File: config.mk
export PLATFORM = sky130hd
export DESIGN_NAME = dns_question_parser_core
export DESIGN_NICKNAME = d
export VERILOG_FILES = /design/src/sv/dqp_pkg.sv /design/src/sv/dqp_front.sv /design/src/sv/dqp_queue.sv /design/src/sv/dqp_back.sv /design/src/sv/dns_question_parser_core.sv
export SDC_FILE = /design/constraint.sdc
export NUM_CORES = 1
export LEC_CHECK = 0
export ABC_AREA = 1
export BUFFER_PORTS_ARGS = -buffer_cell sky130_fd_sc_hd__buf_4
export CORE_ASPECT_RATIO = 2
export CORE_MARGIN = 3
export CORE_UTILIZATION = 53
export DETAILED_ROUTE_END_ITERATION = 16
export GPL_ROUTABILITY_DRIVEN = 0
export PLACE_DENSITY = 0.72
export SKIP_LAST_GASP = 1
export SYNTH_ARGS = -nofsm -noshare
export SYNTH_HDL_FRONTEND = slang
export SYNTH_SLANG_ARGS = --single-unit
File: constraint.sdc
create_clock -name clk_i -period 6.4 [get_ports clk_i]
set_input_delay 0.96 -clock clk_i [delete_from_list [all_inputs] [get_ports clk_i]]
set_output_delay 0.96 -clock clk_i [all_outputs]
set_load 0.005 [all_outputs]
File: src/sv/dqp_pkg.sv
// ----------------------------------------------------------------------------
// dqp_pkg
// Shared types, codes and helpers for the DNS question parser.
// ----------------------------------------------------------------------------
package dqp_pkg;

  localparam int unsigned QueueDepthDefault = 4;

  typedef enum logic [2:0] {
    PH_WAIT   = 3'd0,
    PH_HEADER = 3'd1,
    PH_LEN    = 3'd2,
    PH_CHARS  = 3'd3,
    PH_QTH    = 3'd4,
    PH_QTL    = 3'd5,
    PH_QCLASS = 3'd6,
    PH_IDLE   = 3'd7
  } phase_e;

  typedef enum logic [1:0] {
    KIND_NAME      = 2'd0,
    KIND_QDONE     = 2'd1,
    KIND_MALFORMED = 2'd2,
    KIND_RESPONSE  = 2'd3
  } kind_e;

  typedef enum logic [3:0] {
    QC_UNKNOWN = 4'd0,
    QC_A       = 4'd1,
    QC_NS      = 4'd2,
    QC_CNAME   = 4'd3,
    QC_SOA     = 4'd4,
    QC_PTR     = 4'd5,
    QC_MX      = 4'd6,
    QC_TXT     = 4'd7,
    QC_RP      = 4'd8,
    QC_AAAA    = 4'd9,
    QC_LOC     = 4'd10,
    QC_SRV     = 4'd11,
    QC_SSHFP   = 4'd12,
    QC_ANY     = 4'd13
  } qclass_e;

  localparam logic [3:0] HdrQrOffset   = 4'd2;
  localparam logic [3:0] HdrQdHiOffset = 4'd4;
  localparam logic [3:0] HdrQdLoOffset = 4'd5;
  localparam logic [3:0] HdrLastOffset = 4'd11;

  // one queued result word
  typedef struct packed {
    kind_e       kind;
    logic [15:0] value;      // name byte in [7:0] or QTYPE
    logic        label_end;
    logic        last_q;
    logic [15:0] q_index;
  } entry_t;

  function automatic qclass_e map_qtype(input logic [15:0] t);
    qclass_e c;
    case (t)
      16'd1:   c = QC_A;
      16'd2:   c = QC_NS;
      16'd5:   c = QC_CNAME;
      16'd6:   c = QC_SOA;
      16'd12:  c = QC_PTR;
      16'd15:  c = QC_MX;
      16'd16:  c = QC_TXT;
      16'd17:  c = QC_RP;
      16'd28:  c = QC_AAAA;
      16'd29:  c = QC_LOC;
      16'd33:  c = QC_SRV;
      16'd44:  c = QC_SSHFP;
      16'd255: c = QC_ANY;
      default: c = QC_UNKNOWN;
    endcase
    return c;
  endfunction

  function automatic logic is_printable(input logic [7:0] b);
    return (b > 8'd32) && !b[7];
  endfunction

endpackage

File: src/sv/dqp_front.sv
// ----------------------------------------------------------------------------
// dqp_front
// Byte parser: walks header, labels and QTYPE, emits result words.
// ----------------------------------------------------------------------------
module dqp_front (
  input  logic            clk_i,
  input  logic            rst_ni,
  input  logic            accept_i,
  input  logic [7:0]      msg_byte_i,
  input  logic            start_of_message_i,
  output logic            push_o,
  output dqp_pkg::entry_t entry_o
);

  dqp_pkg::phase_e phase_q, phase_d;
  logic [3:0]      offset_q, offset_d;
  logic [15:0]     qleft_q, qleft_d;
  logic [7:0]      lleft_q, lleft_d;
  logic [7:0]      qth_q, qth_d;
  logic [15:0]     qcount_q, qcount_d;

  always_ff @(posedge clk_i or negedge rst_ni) begin
    if (!rst_ni) begin
      phase_q  <= dqp_pkg::PH_WAIT;
      offset_q <= '0;
      qleft_q  <= '0;
      lleft_q  <= '0;
      qth_q    <= '0;
      qcount_q <= '0;
    end else if (accept_i) begin
      phase_q  <= phase_d;
      offset_q <= offset_d;
      qleft_q  <= qleft_d;
      lleft_q  <= lleft_d;
      qth_q    <= qth_d;
      qcount_q <= qcount_d;
    end
  end

  always_comb begin
    dqp_pkg::phase_e ph;
    logic [15:0] qt;
    ph       = start_of_message_i ? dqp_pkg::PH_HEADER : phase_q;
    offset_d = start_of_message_i ? 4'd0  : offset_q;
    qleft_d  = start_of_message_i ? 16'd0 : qleft_q;
    lleft_d  = start_of_message_i ? 8'd0  : lleft_q;
    qth_d    = start_of_message_i ? 8'd0  : qth_q;
    qcount_d = start_of_message_i ? 16'd0 : qcount_q;
    phase_d  = ph;
    qt       = {qth_d, msg_byte_i};
    push_o   = 1'b0;
    entry_o  = '0;

    case (ph)
      dqp_pkg::PH_HEADER: begin
        if (offset_d == dqp_pkg::HdrQrOffset && msg_byte_i[7]) begin
          phase_d       = dqp_pkg::PH_IDLE;
          push_o        = 1'b1;
          entry_o.kind  = dqp_pkg::KIND_RESPONSE;
        end else begin
          if (offset_d == dqp_pkg::HdrQdHiOffset) begin
            qleft_d = {msg_byte_i, 8'd0};
          end else if (offset_d == dqp_pkg::HdrQdLoOffset) begin
            qleft_d = {qleft_d[15:8], msg_byte_i};
          end
          if (offset_d >= dqp_pkg::HdrLastOffset) begin
            offset_d = 4'd0;
            phase_d  = (qleft_d == 16'd0) ? dqp_pkg::PH_IDLE : dqp_pkg::PH_LEN;
          end else begin
            offset_d = offset_d + 4'd1;
          end
        end
      end
      dqp_pkg::PH_LEN: begin
        if (msg_byte_i == 8'd0) begin
          phase_d = dqp_pkg::PH_QTH;
        end else begin
          lleft_d = msg_byte_i;
          phase_d = dqp_pkg::PH_CHARS;
        end
      end
      dqp_pkg::PH_CHARS: begin
        push_o          = 1'b1;
        entry_o.q_index = qcount_d;
        if (msg_byte_i == 8'd0) begin
          entry_o.kind = dqp_pkg::KIND_MALFORMED;
          lleft_d      = 8'd0;
          phase_d      = dqp_pkg::PH_QTH;
        end else begin
          entry_o.kind      = dqp_pkg::KIND_NAME;
          entry_o.value     = {8'd0, msg_byte_i};
          entry_o.label_end = (lleft_d <= 8'd1);
          if (lleft_d <= 8'd1) begin
            lleft_d = 8'd0;
            phase_d = dqp_pkg::PH_LEN;
          end else begin
            lleft_d = lleft_d - 8'd1;
          end
        end
      end
      dqp_pkg::PH_QTH: begin
        qth_d   = msg_byte_i;
        phase_d = dqp_pkg::PH_QTL;
      end
      dqp_pkg::PH_QTL: begin
        push_o          = 1'b1;
        entry_o.kind    = dqp_pkg::KIND_QDONE;
        entry_o.value   = qt;
        entry_o.q_index = qcount_d;
        entry_o.last_q  = (qleft_d == 16'd1);
        qleft_d         = qleft_d - 16'd1;
        qcount_d        = qcount_d + 16'd1;
        offset_d        = 4'd0;
        phase_d         = dqp_pkg::PH_QCLASS;
      end
      dqp_pkg::PH_QCLASS: begin
        if (offset_d == 4'd0) begin
          offset_d = 4'd1;
        end else begin
          offset_d = 4'd0;
          phase_d  = (qleft_d == 16'd0) ? dqp_pkg::PH_IDLE : dqp_pkg::PH_LEN;
        end
      end
      default: begin
        phase_d = ph;
      end
    endcase
  end

endmodule

File: src/sv/dqp_queue.sv
// ----------------------------------------------------------------------------
// dqp_queue
// Short FIFO of result words between parser and output stage.
// ----------------------------------------------------------------------------
module dqp_queue #(
  parameter int unsigned Depth = dqp_pkg::QueueDepthDefault
) (
  input  logic            clk_i,
  input  logic            rst_ni,
  input  logic            push_i,
  input  dqp_pkg::entry_t wdata_i,
  input  logic            pop_i,
  output dqp_pkg::entry_t rdata_o,
  output logic            full_o,
  output logic            empty_o
);

  localparam int unsigned PtrW = (Depth > 1) ? $clog2(Depth) : 1;
  localparam int unsigned CntW = $clog2(Depth + 1);

  dqp_pkg::entry_t mem_q [Depth];
  logic [PtrW-1:0] wptr_q, rptr_q;
  logic [CntW-1:0] cnt_q;

  assign full_o  = (cnt_q == CntW'(Depth));
  assign empty_o = (cnt_q == '0);
  assign rdata_o = mem_q[rptr_q];

  always_ff @(posedge clk_i) begin
    if (push_i) begin
      mem_q[wptr_q] <= wdata_i;
    end
  end

  always_ff @(posedge clk_i or negedge rst_ni) begin
    if (!rst_ni) begin
      wptr_q <= '0;
      rptr_q <= '0;
      cnt_q  <= '0;
    end else begin
      if (push_i) begin
        wptr_q <= (wptr_q == PtrW'(Depth - 1)) ? '0 : wptr_q + 1'b1;
      end
      if (pop_i) begin
        rptr_q <= (rptr_q == PtrW'(Depth - 1)) ? '0 : rptr_q + 1'b1;
      end
      if (push_i && !pop_i) begin
        cnt_q <= cnt_q + 1'b1;
      end else if (pop_i && !push_i) begin
        cnt_q <= cnt_q - 1'b1;
      end
    end
  end

endmodule

File: src/sv/dqp_back.sv
// ----------------------------------------------------------------------------
// dqp_back
// Output stage: decodes a queued word into result fields and holds them.
// ----------------------------------------------------------------------------
module dqp_back (
  input  logic            clk_i,
  input  logic            rst_ni,
  input  dqp_pkg::entry_t entry_i,
  input  logic            empty_i,
  output logic            pop_o,
  output logic            out_valid_o,
  input  logic            out_ready_i,
  output logic [1:0]      kind_o,
  output logic [7:0]      name_byte_o,
  output logic            printable_o,
  output logic            label_end_o,
  output logic [15:0]     qtype_raw_o,
  output logic [3:0]      qtype_class_o,
  output logic [15:0]     question_index_o,
  output logic            last_question_o
);

  logic valid_q;
  logic is_name, is_qdone;

  assign pop_o       = !empty_i && (!valid_q || out_ready_i);
  assign out_valid_o = valid_q;
  assign is_name     = (entry_i.kind == dqp_pkg::KIND_NAME);
  assign is_qdone    = (entry_i.kind == dqp_pkg::KIND_QDONE);

  always_ff @(posedge clk_i or negedge rst_ni) begin
    if (!rst_ni) begin
      valid_q <= 1'b0;
    end else if (pop_o) begin
      valid_q <= 1'b1;
    end else if (out_ready_i) begin
      valid_q <= 1'b0;
    end
  end

  always_ff @(posedge clk_i) begin
    if (pop_o) begin
      kind_o           <= entry_i.kind;
      name_byte_o      <= is_name ? entry_i.value[7:0] : 8'd0;
      printable_o      <= is_name && dqp_pkg::is_printable(entry_i.value[7:0]);
      label_end_o      <= is_name && entry_i.label_end;
      qtype_raw_o      <= is_qdone ? entry_i.value : 16'd0;
      qtype_class_o    <= is_qdone ? dqp_pkg::map_qtype(entry_i.value)
                                   : dqp_pkg::QC_UNKNOWN;
      question_index_o <= entry_i.q_index;
      last_question_o  <= is_qdone && entry_i.last_q;
    end
  end

endmodule

File: src/sv/dns_question_parser_core.sv
// ----------------------------------------------------------------------------
// dns_question_parser_core
// DNS question section parser, one message byte per word.
// ----------------------------------------------------------------------------
// Takes one message byte per clock cycle with no gaps needed, as long as the
// result queue has room, and emits at most one result word per input byte:
// name characters, question done with the QTYPE class, malformed label, or
// response ignored. The rate is set by the byte parser, whose state is
// updated at each accepted byte. A result word is written to the result
// queue when its byte is accepted and then moves to the output register,
// from which it can be taken. The queue of QueueDepth words lets input
// continue while the output side stalls.
module dns_question_parser_core #(
  parameter int unsigned QueueDepth = dqp_pkg::QueueDepthDefault
) (
  input  logic        clk_i,
  input  logic        rst_ni,
  input  logic        in_valid_i,
  output logic        in_ready_o,
  input  logic [7:0]  msg_byte_i,
  input  logic        start_of_message_i,
  output logic        out_valid_o,
  input  logic        out_ready_i,
  output logic [1:0]  kind_o,
  output logic [7:0]  name_byte_o,
  output logic        printable_o,
  output logic        label_end_o,
  output logic [15:0] qtype_raw_o,
  output logic [3:0]  qtype_class_o,
  output logic [15:0] question_index_o,
  output logic        last_question_o
);

  logic            accept, push, pop, full, empty;
  dqp_pkg::entry_t push_entry, head_entry;

  assign in_ready_o = !full;
  assign accept     = in_valid_i && !full;

  dqp_front u_front (
    .clk_i              (clk_i),
    .rst_ni             (rst_ni),
    .accept_i           (accept),
    .msg_byte_i         (msg_byte_i),
    .start_of_message_i (start_of_message_i),
    .push_o             (push),
    .entry_o            (push_entry)
  );

  dqp_queue #(
    .Depth (QueueDepth)
  ) u_queue (
    .clk_i   (clk_i),
    .rst_ni  (rst_ni),
    .push_i  (push && accept),
    .wdata_i (push_entry),
    .pop_i   (pop),
    .rdata_o (head_entry),
    .full_o  (full),
    .empty_o (empty)
  );

  dqp_back u_back (
    .clk_i            (clk_i),
    .rst_ni           (rst_ni),
    .entry_i          (head_entry),
    .empty_i          (empty),
    .pop_o            (pop),
    .out_valid_o      (out_valid_o),
    .out_ready_i      (out_ready_i),
    .kind_o           (kind_o),
    .name_byte_o      (name_byte_o),
    .printable_o      (printable_o),
    .label_end_o      (label_end_o),
    .qtype_raw_o      (qtype_raw_o),
    .qtype_class_o    (qtype_class_o),
    .question_index_o (question_index_o),
    .last_question_o  (last_question_o)
  );

endmodule

==> run summary <==
The clock root buffer is sky130_fd_sc_hd__clkbuf_16. The number of rows created at floorplan was 77; the worst-path maximum fanout was 36. STA classifies the critical path startpoint as an input pin. The core region is 0.0223 mm². The clock input transition at the sequential cells of the worst setup and hold paths was 0.07 ns; the maximum buffer depth of the clock tree was 3. Ranked by total cell area, the synthesized netlist is headed by sky130_fd_sc_hd__edfxtp_1, sky130_fd_sc_hd__dfrtp_1, sky130_fd_sc_hd__nand2_1, sky130_fd_sc_hd__nor2_1, sky130_fd_sc_hd__inv_1.

The share of the synthesized area in compound gates (AO/OA/AOI/OAI) was 9.51%; the area share of xor/xnor cells in the synthesized design was 1.38%. The mapped netlist covers 0.0120 mm². For the via count of the first global-routing pass, the log shows 8814. The path class of the tightest hold or removal check is reg2reg. The run gives 0 as the number of warnings reported in the yosys synthesis log. The routed design has 26.5 mm of wire. Measured along the y axis, the die boundary spans 219 µm.

STA puts the critical path data arrival time at 4.01 ns. Max-cap violations in this run came to 0. The actual transition at the worst max-transition pin works out to 1.19 ns. Sorting the synthesized cells by how often they occur yields sky130_fd_sc_hd__nand2_1, sky130_fd_sc_hd__nor2_1, sky130_fd_sc_hd__edfxtp_1. Synthesis produced a netlist whose cell count is 1236.

After synthesis, the share of cell area in mux cells is 0%. For this block, wires on met1 add up to 9.17 mm. In the final layout, the share of cells above drive strength 1 is 12.7%.

Using the TritonRoute via totals, the vias-per-cell ratio works out to 5.64. The run gives 42.3 mm as the wire length of the first global-routing pass. The flow ran to the end, and the final reports show no timing, DRC or antenna violations. Of the total synthesized cell area, the portion taken by AND, OR, NAND and NOR gates is 20.5%. The critical path is of the in2reg type. Largest family of logic cells by synthesized area: simple AND/OR/NAND/NOR gates. Number of enable-type register cells in the synthesized netlist: 193. The final-layout setup total negative slack came out at 0 ns.

Prevailing post-synth register cell: sky130_fd_sc_hd__edfxtp_1. The tree built by TritonCTS fans out to 256 sinks. The area share of the largest cell type after synthesis is 48.1%. In the detailed route, the total length drawn on met2 is 14.3 mm. 0 antenna diodes ended up in the layout.

VDD sags by at most 0.000320 V. The worst clock skew is 0.0142 ns, and the sum of net half-perimeters after detailed placement is 18.2 mm. The logs give 0 for the total setup violations reported at the end of the flow and 1873 for the fill cell total of the finished layout.

The tools report the number of failing hold endpoints at the final stage as 0. Top-level I/O count: 64. The first TritonRoute pass finished after 5 iterations. The DRC violation count after routing is 0, and the number of DRC violations after detailed-routing iteration 0 is 633. The number of clock buffers added by TritonCTS is 22. Derived from the worst setup path, the maximum achievable clock frequency is 0.258 GHz. The H-tree depth was 1.

In this run the tightest slew margin relative to its limit is 20.5%. STA classifies the critical path endpoint as a flop. Summing all non-filler instances in the final layout gives an area of 0.0134 mm². The die is 113 µm wide. The net count of the finished layout is 1313. The power density over the cells came out at 434 mW/mm². Setup repair after global routing left no endpoint under its margin. Post-CTS repair changed the size of 0 cells. After layout, the minimum clock period comes to 3.88 ns. For the initial antenna violation count, the log shows 0. Post-synth net total: 1262. The biggest area contributor in the post-synthesis netlist is sky130_fd_sc_hd__edfxtp_1. The fraction of registers with async set or reset after synthesis is 24.6%. The signed area change from the synthesized netlist to the final layout was 11.7%; the post-synthesis register bit count was 256. Signal routing reaches up to met4.

After detailed routing, the met3 layer carries 1.44 mm of wire. For the clock latency at the later pin of the worst-skew pair, the log shows 0.52 ns. For this design the static power due to leakage is 5.44 nW. Summing all multi-input logic gate instances after layout gives 0.00399 mm².

The floorplan step defined a die boundary enclosing 0.0247 mm². After synthesis, the netlist uses 46 different library cells. After detailed routing, the average wire length per cell comes to 16.8 µm.

The most frequent cell after synthesis was sky130_fd_sc_hd__nand2_1. The area of placed instances came out at 0.0127 mm². Once the clock tree was built, the setup fixing pass inserted 0 buffers. Routed via count: 8909. The maximum number of pins on one net before global-route repair was 76. The number of pins with negative max-slew slack in the final report is 0. The count of buffers added on input and output ports is 63. The per-instance average area after synthesis came out at 9.74 µm². The number of hold buffers added after CTS was 0. In this run the remaining antenna-violating nets after routing total 0. Dividing the final minimum period by the clock period gives 60.6%.

The logs give 0.00737 mm² for the area taken by flip-flops and latches and 6.53 ns for the worst path required time. TritonCTS built the clock tree. Sequential elements use 61.2% of the synthesized area.

Once the floorplan was initialized, standard cells occupied 54.1% of the core. The synthesized netlist devotes 1.41% of its cell area to adder and majority cells. Global routing used 21.6% of the available tracks. The total congestion overflow came out at 0.
where the power goes:
part           internal [mW]  total [mW]  switching [mW]
Clock                  0.765        1.33           0.563
Sequential              2.20        2.32           0.126
Combinational          0.704        2.18            1.47
worst max-delay path, cell delays in order:
cell and delay [ns]:
sky130_fd_sc_hd__buf_4 0.29, sky130_fd_sc_hd__nor2_2 0.13, sky130_fd_sc_hd__nor2_8 0.22, sky130_fd_sc_hd__nand2_4 0.20, sky130_fd_sc_hd__inv_1 0.41, sky130_fd_sc_hd__nor2_1 0.12, sky130_fd_sc_hd__buf_4 0.24, sky130_fd_sc_hd__a21oi_2 0.32
sky130_fd_sc_hd__inv_2 0.17, sky130_fd_sc_hd__nor2_4 0.92
cells in the final DEF, fill, tap and decap left out, types with 27 or more instances in the layout:
cell type / instances
sky130_fd_sc_hd__nand2_1: 250
sky130_fd_sc_hd__nor2_1: 195
sky130_fd_sc_hd__edfxtp_1: 193
sky130_fd_sc_hd__inv_1: 108
sky130_fd_sc_hd__o21ai_0: 72
sky130_fd_sc_hd__buf_4: 70
sky130_fd_sc_hd__nand3_1: 68
sky130_fd_sc_hd__dfrtp_1: 62
sky130_fd_sc_hd__o22ai_1: 35
sky130_fd_sc_hd__a21oi_1: 28
sky130_fd_sc_hd__o21ai_1: 27
sequential cells by signal, indices dropped and copies added (netlist names):
register                 count
u_back.out_valid_o           1
u_front.lleft_q              8
u_back.qtype_raw_o          16
u_back.last_question_o       1
u_front.offset_q             4
u_queue.rptr_q               2
u_back.name_byte_o           8
u_back.label_end_o           1
u_queue.cnt_q                3
u_front.qth_q                8
u_queue.mem_q              144
u_back.qtype_class_o         4
u_queue.wptr_q               2
u_back.question_index_o     16
u_back.printable_o           1
u_front.qcount_q            16
u_front.qleft_q             16
u_back.kind_o                2
u_front.phase_q              3
worst paths after layout:
check | start | endpoint | slack, ns | cells past startpoint
max in group asynchronous | rst_ni | u_queue.rptr_q[0]$_DFFE_PN0P_ | 5.24 | 1
hold reg to reg | u_front.qleft_q[2]$_DFFE_PN0P_ | u_front.qleft_q[2]$_DFFE_PN0P_ | 0.49 | 2
setup reg to reg | u_front.phase_q[0]$_DFFE_PN0P_ | u_queue.mem_q[2][6]$_DFFE_PP_ | 2.80 | 9
min in group asynchronous | rst_ni | u_front.qcount_q[12]$_DFFE_PN0P_ | 0.55 | 1
hold / removal | u_front.qleft_q[2]$_DFFE_PN0P_ | u_front.qleft_q[2]$_DFFE_PN0P_ | 0.49 | 2
setup / recovery | start_of_message_i | u_queue.mem_q[2][6]$_DFFE_PP_ | 2.52 | 10
cell type report:
class / instances / area share [%]
clock buffers: 31 / 4.65
inverters: 129 / 3.60
flip-flops and latches: 256 / 54.8
well taps: 276 / 2.57
repair buffers: 70 / 3.91
clock inverters: 9 / 0.717
multi-input cells: 808 / 29.7
logic make-up (layout without fill, tap and decap cells):
group / Yosys count / in the layout
buf+inv: 172 / 239
flops: 256 / 256
simple gates: 577 / 577
compound gates: 199 / 199
xor+xnor: 19 / 19
fa+ha+maj: 13 / 13
through the flow:
step / utilization, % / std cells / power (mW) / setup slack (ns) / hold WS [ns]
after detailed placement: 57.2 / 1539 / 4.52 / 1.99 / 0.475
after floorplan: - / 1236 / 3.84 / 1.45 / 0.449
final: 60.4 / 1579 / 5.83 / 2.52 / 0.490
after global routing: 60.4 / 1579 / 6.20 / 2.28 / 0.518
after global placement: 57.2 / 1539 / 4.48 / 2.05 / 0.463
after CTS: 60.4 / 1579 / 5.86 / 2.53 / 0.494
routing by layer:
layer	global-route usage [%]	vias to the layer above
met5	0	-
met4	14.4	0
met3	2.54	105
met1	21.9	4180
li1	-	4283
met2	40.4	341
Power figures use the tool's default switching activity.
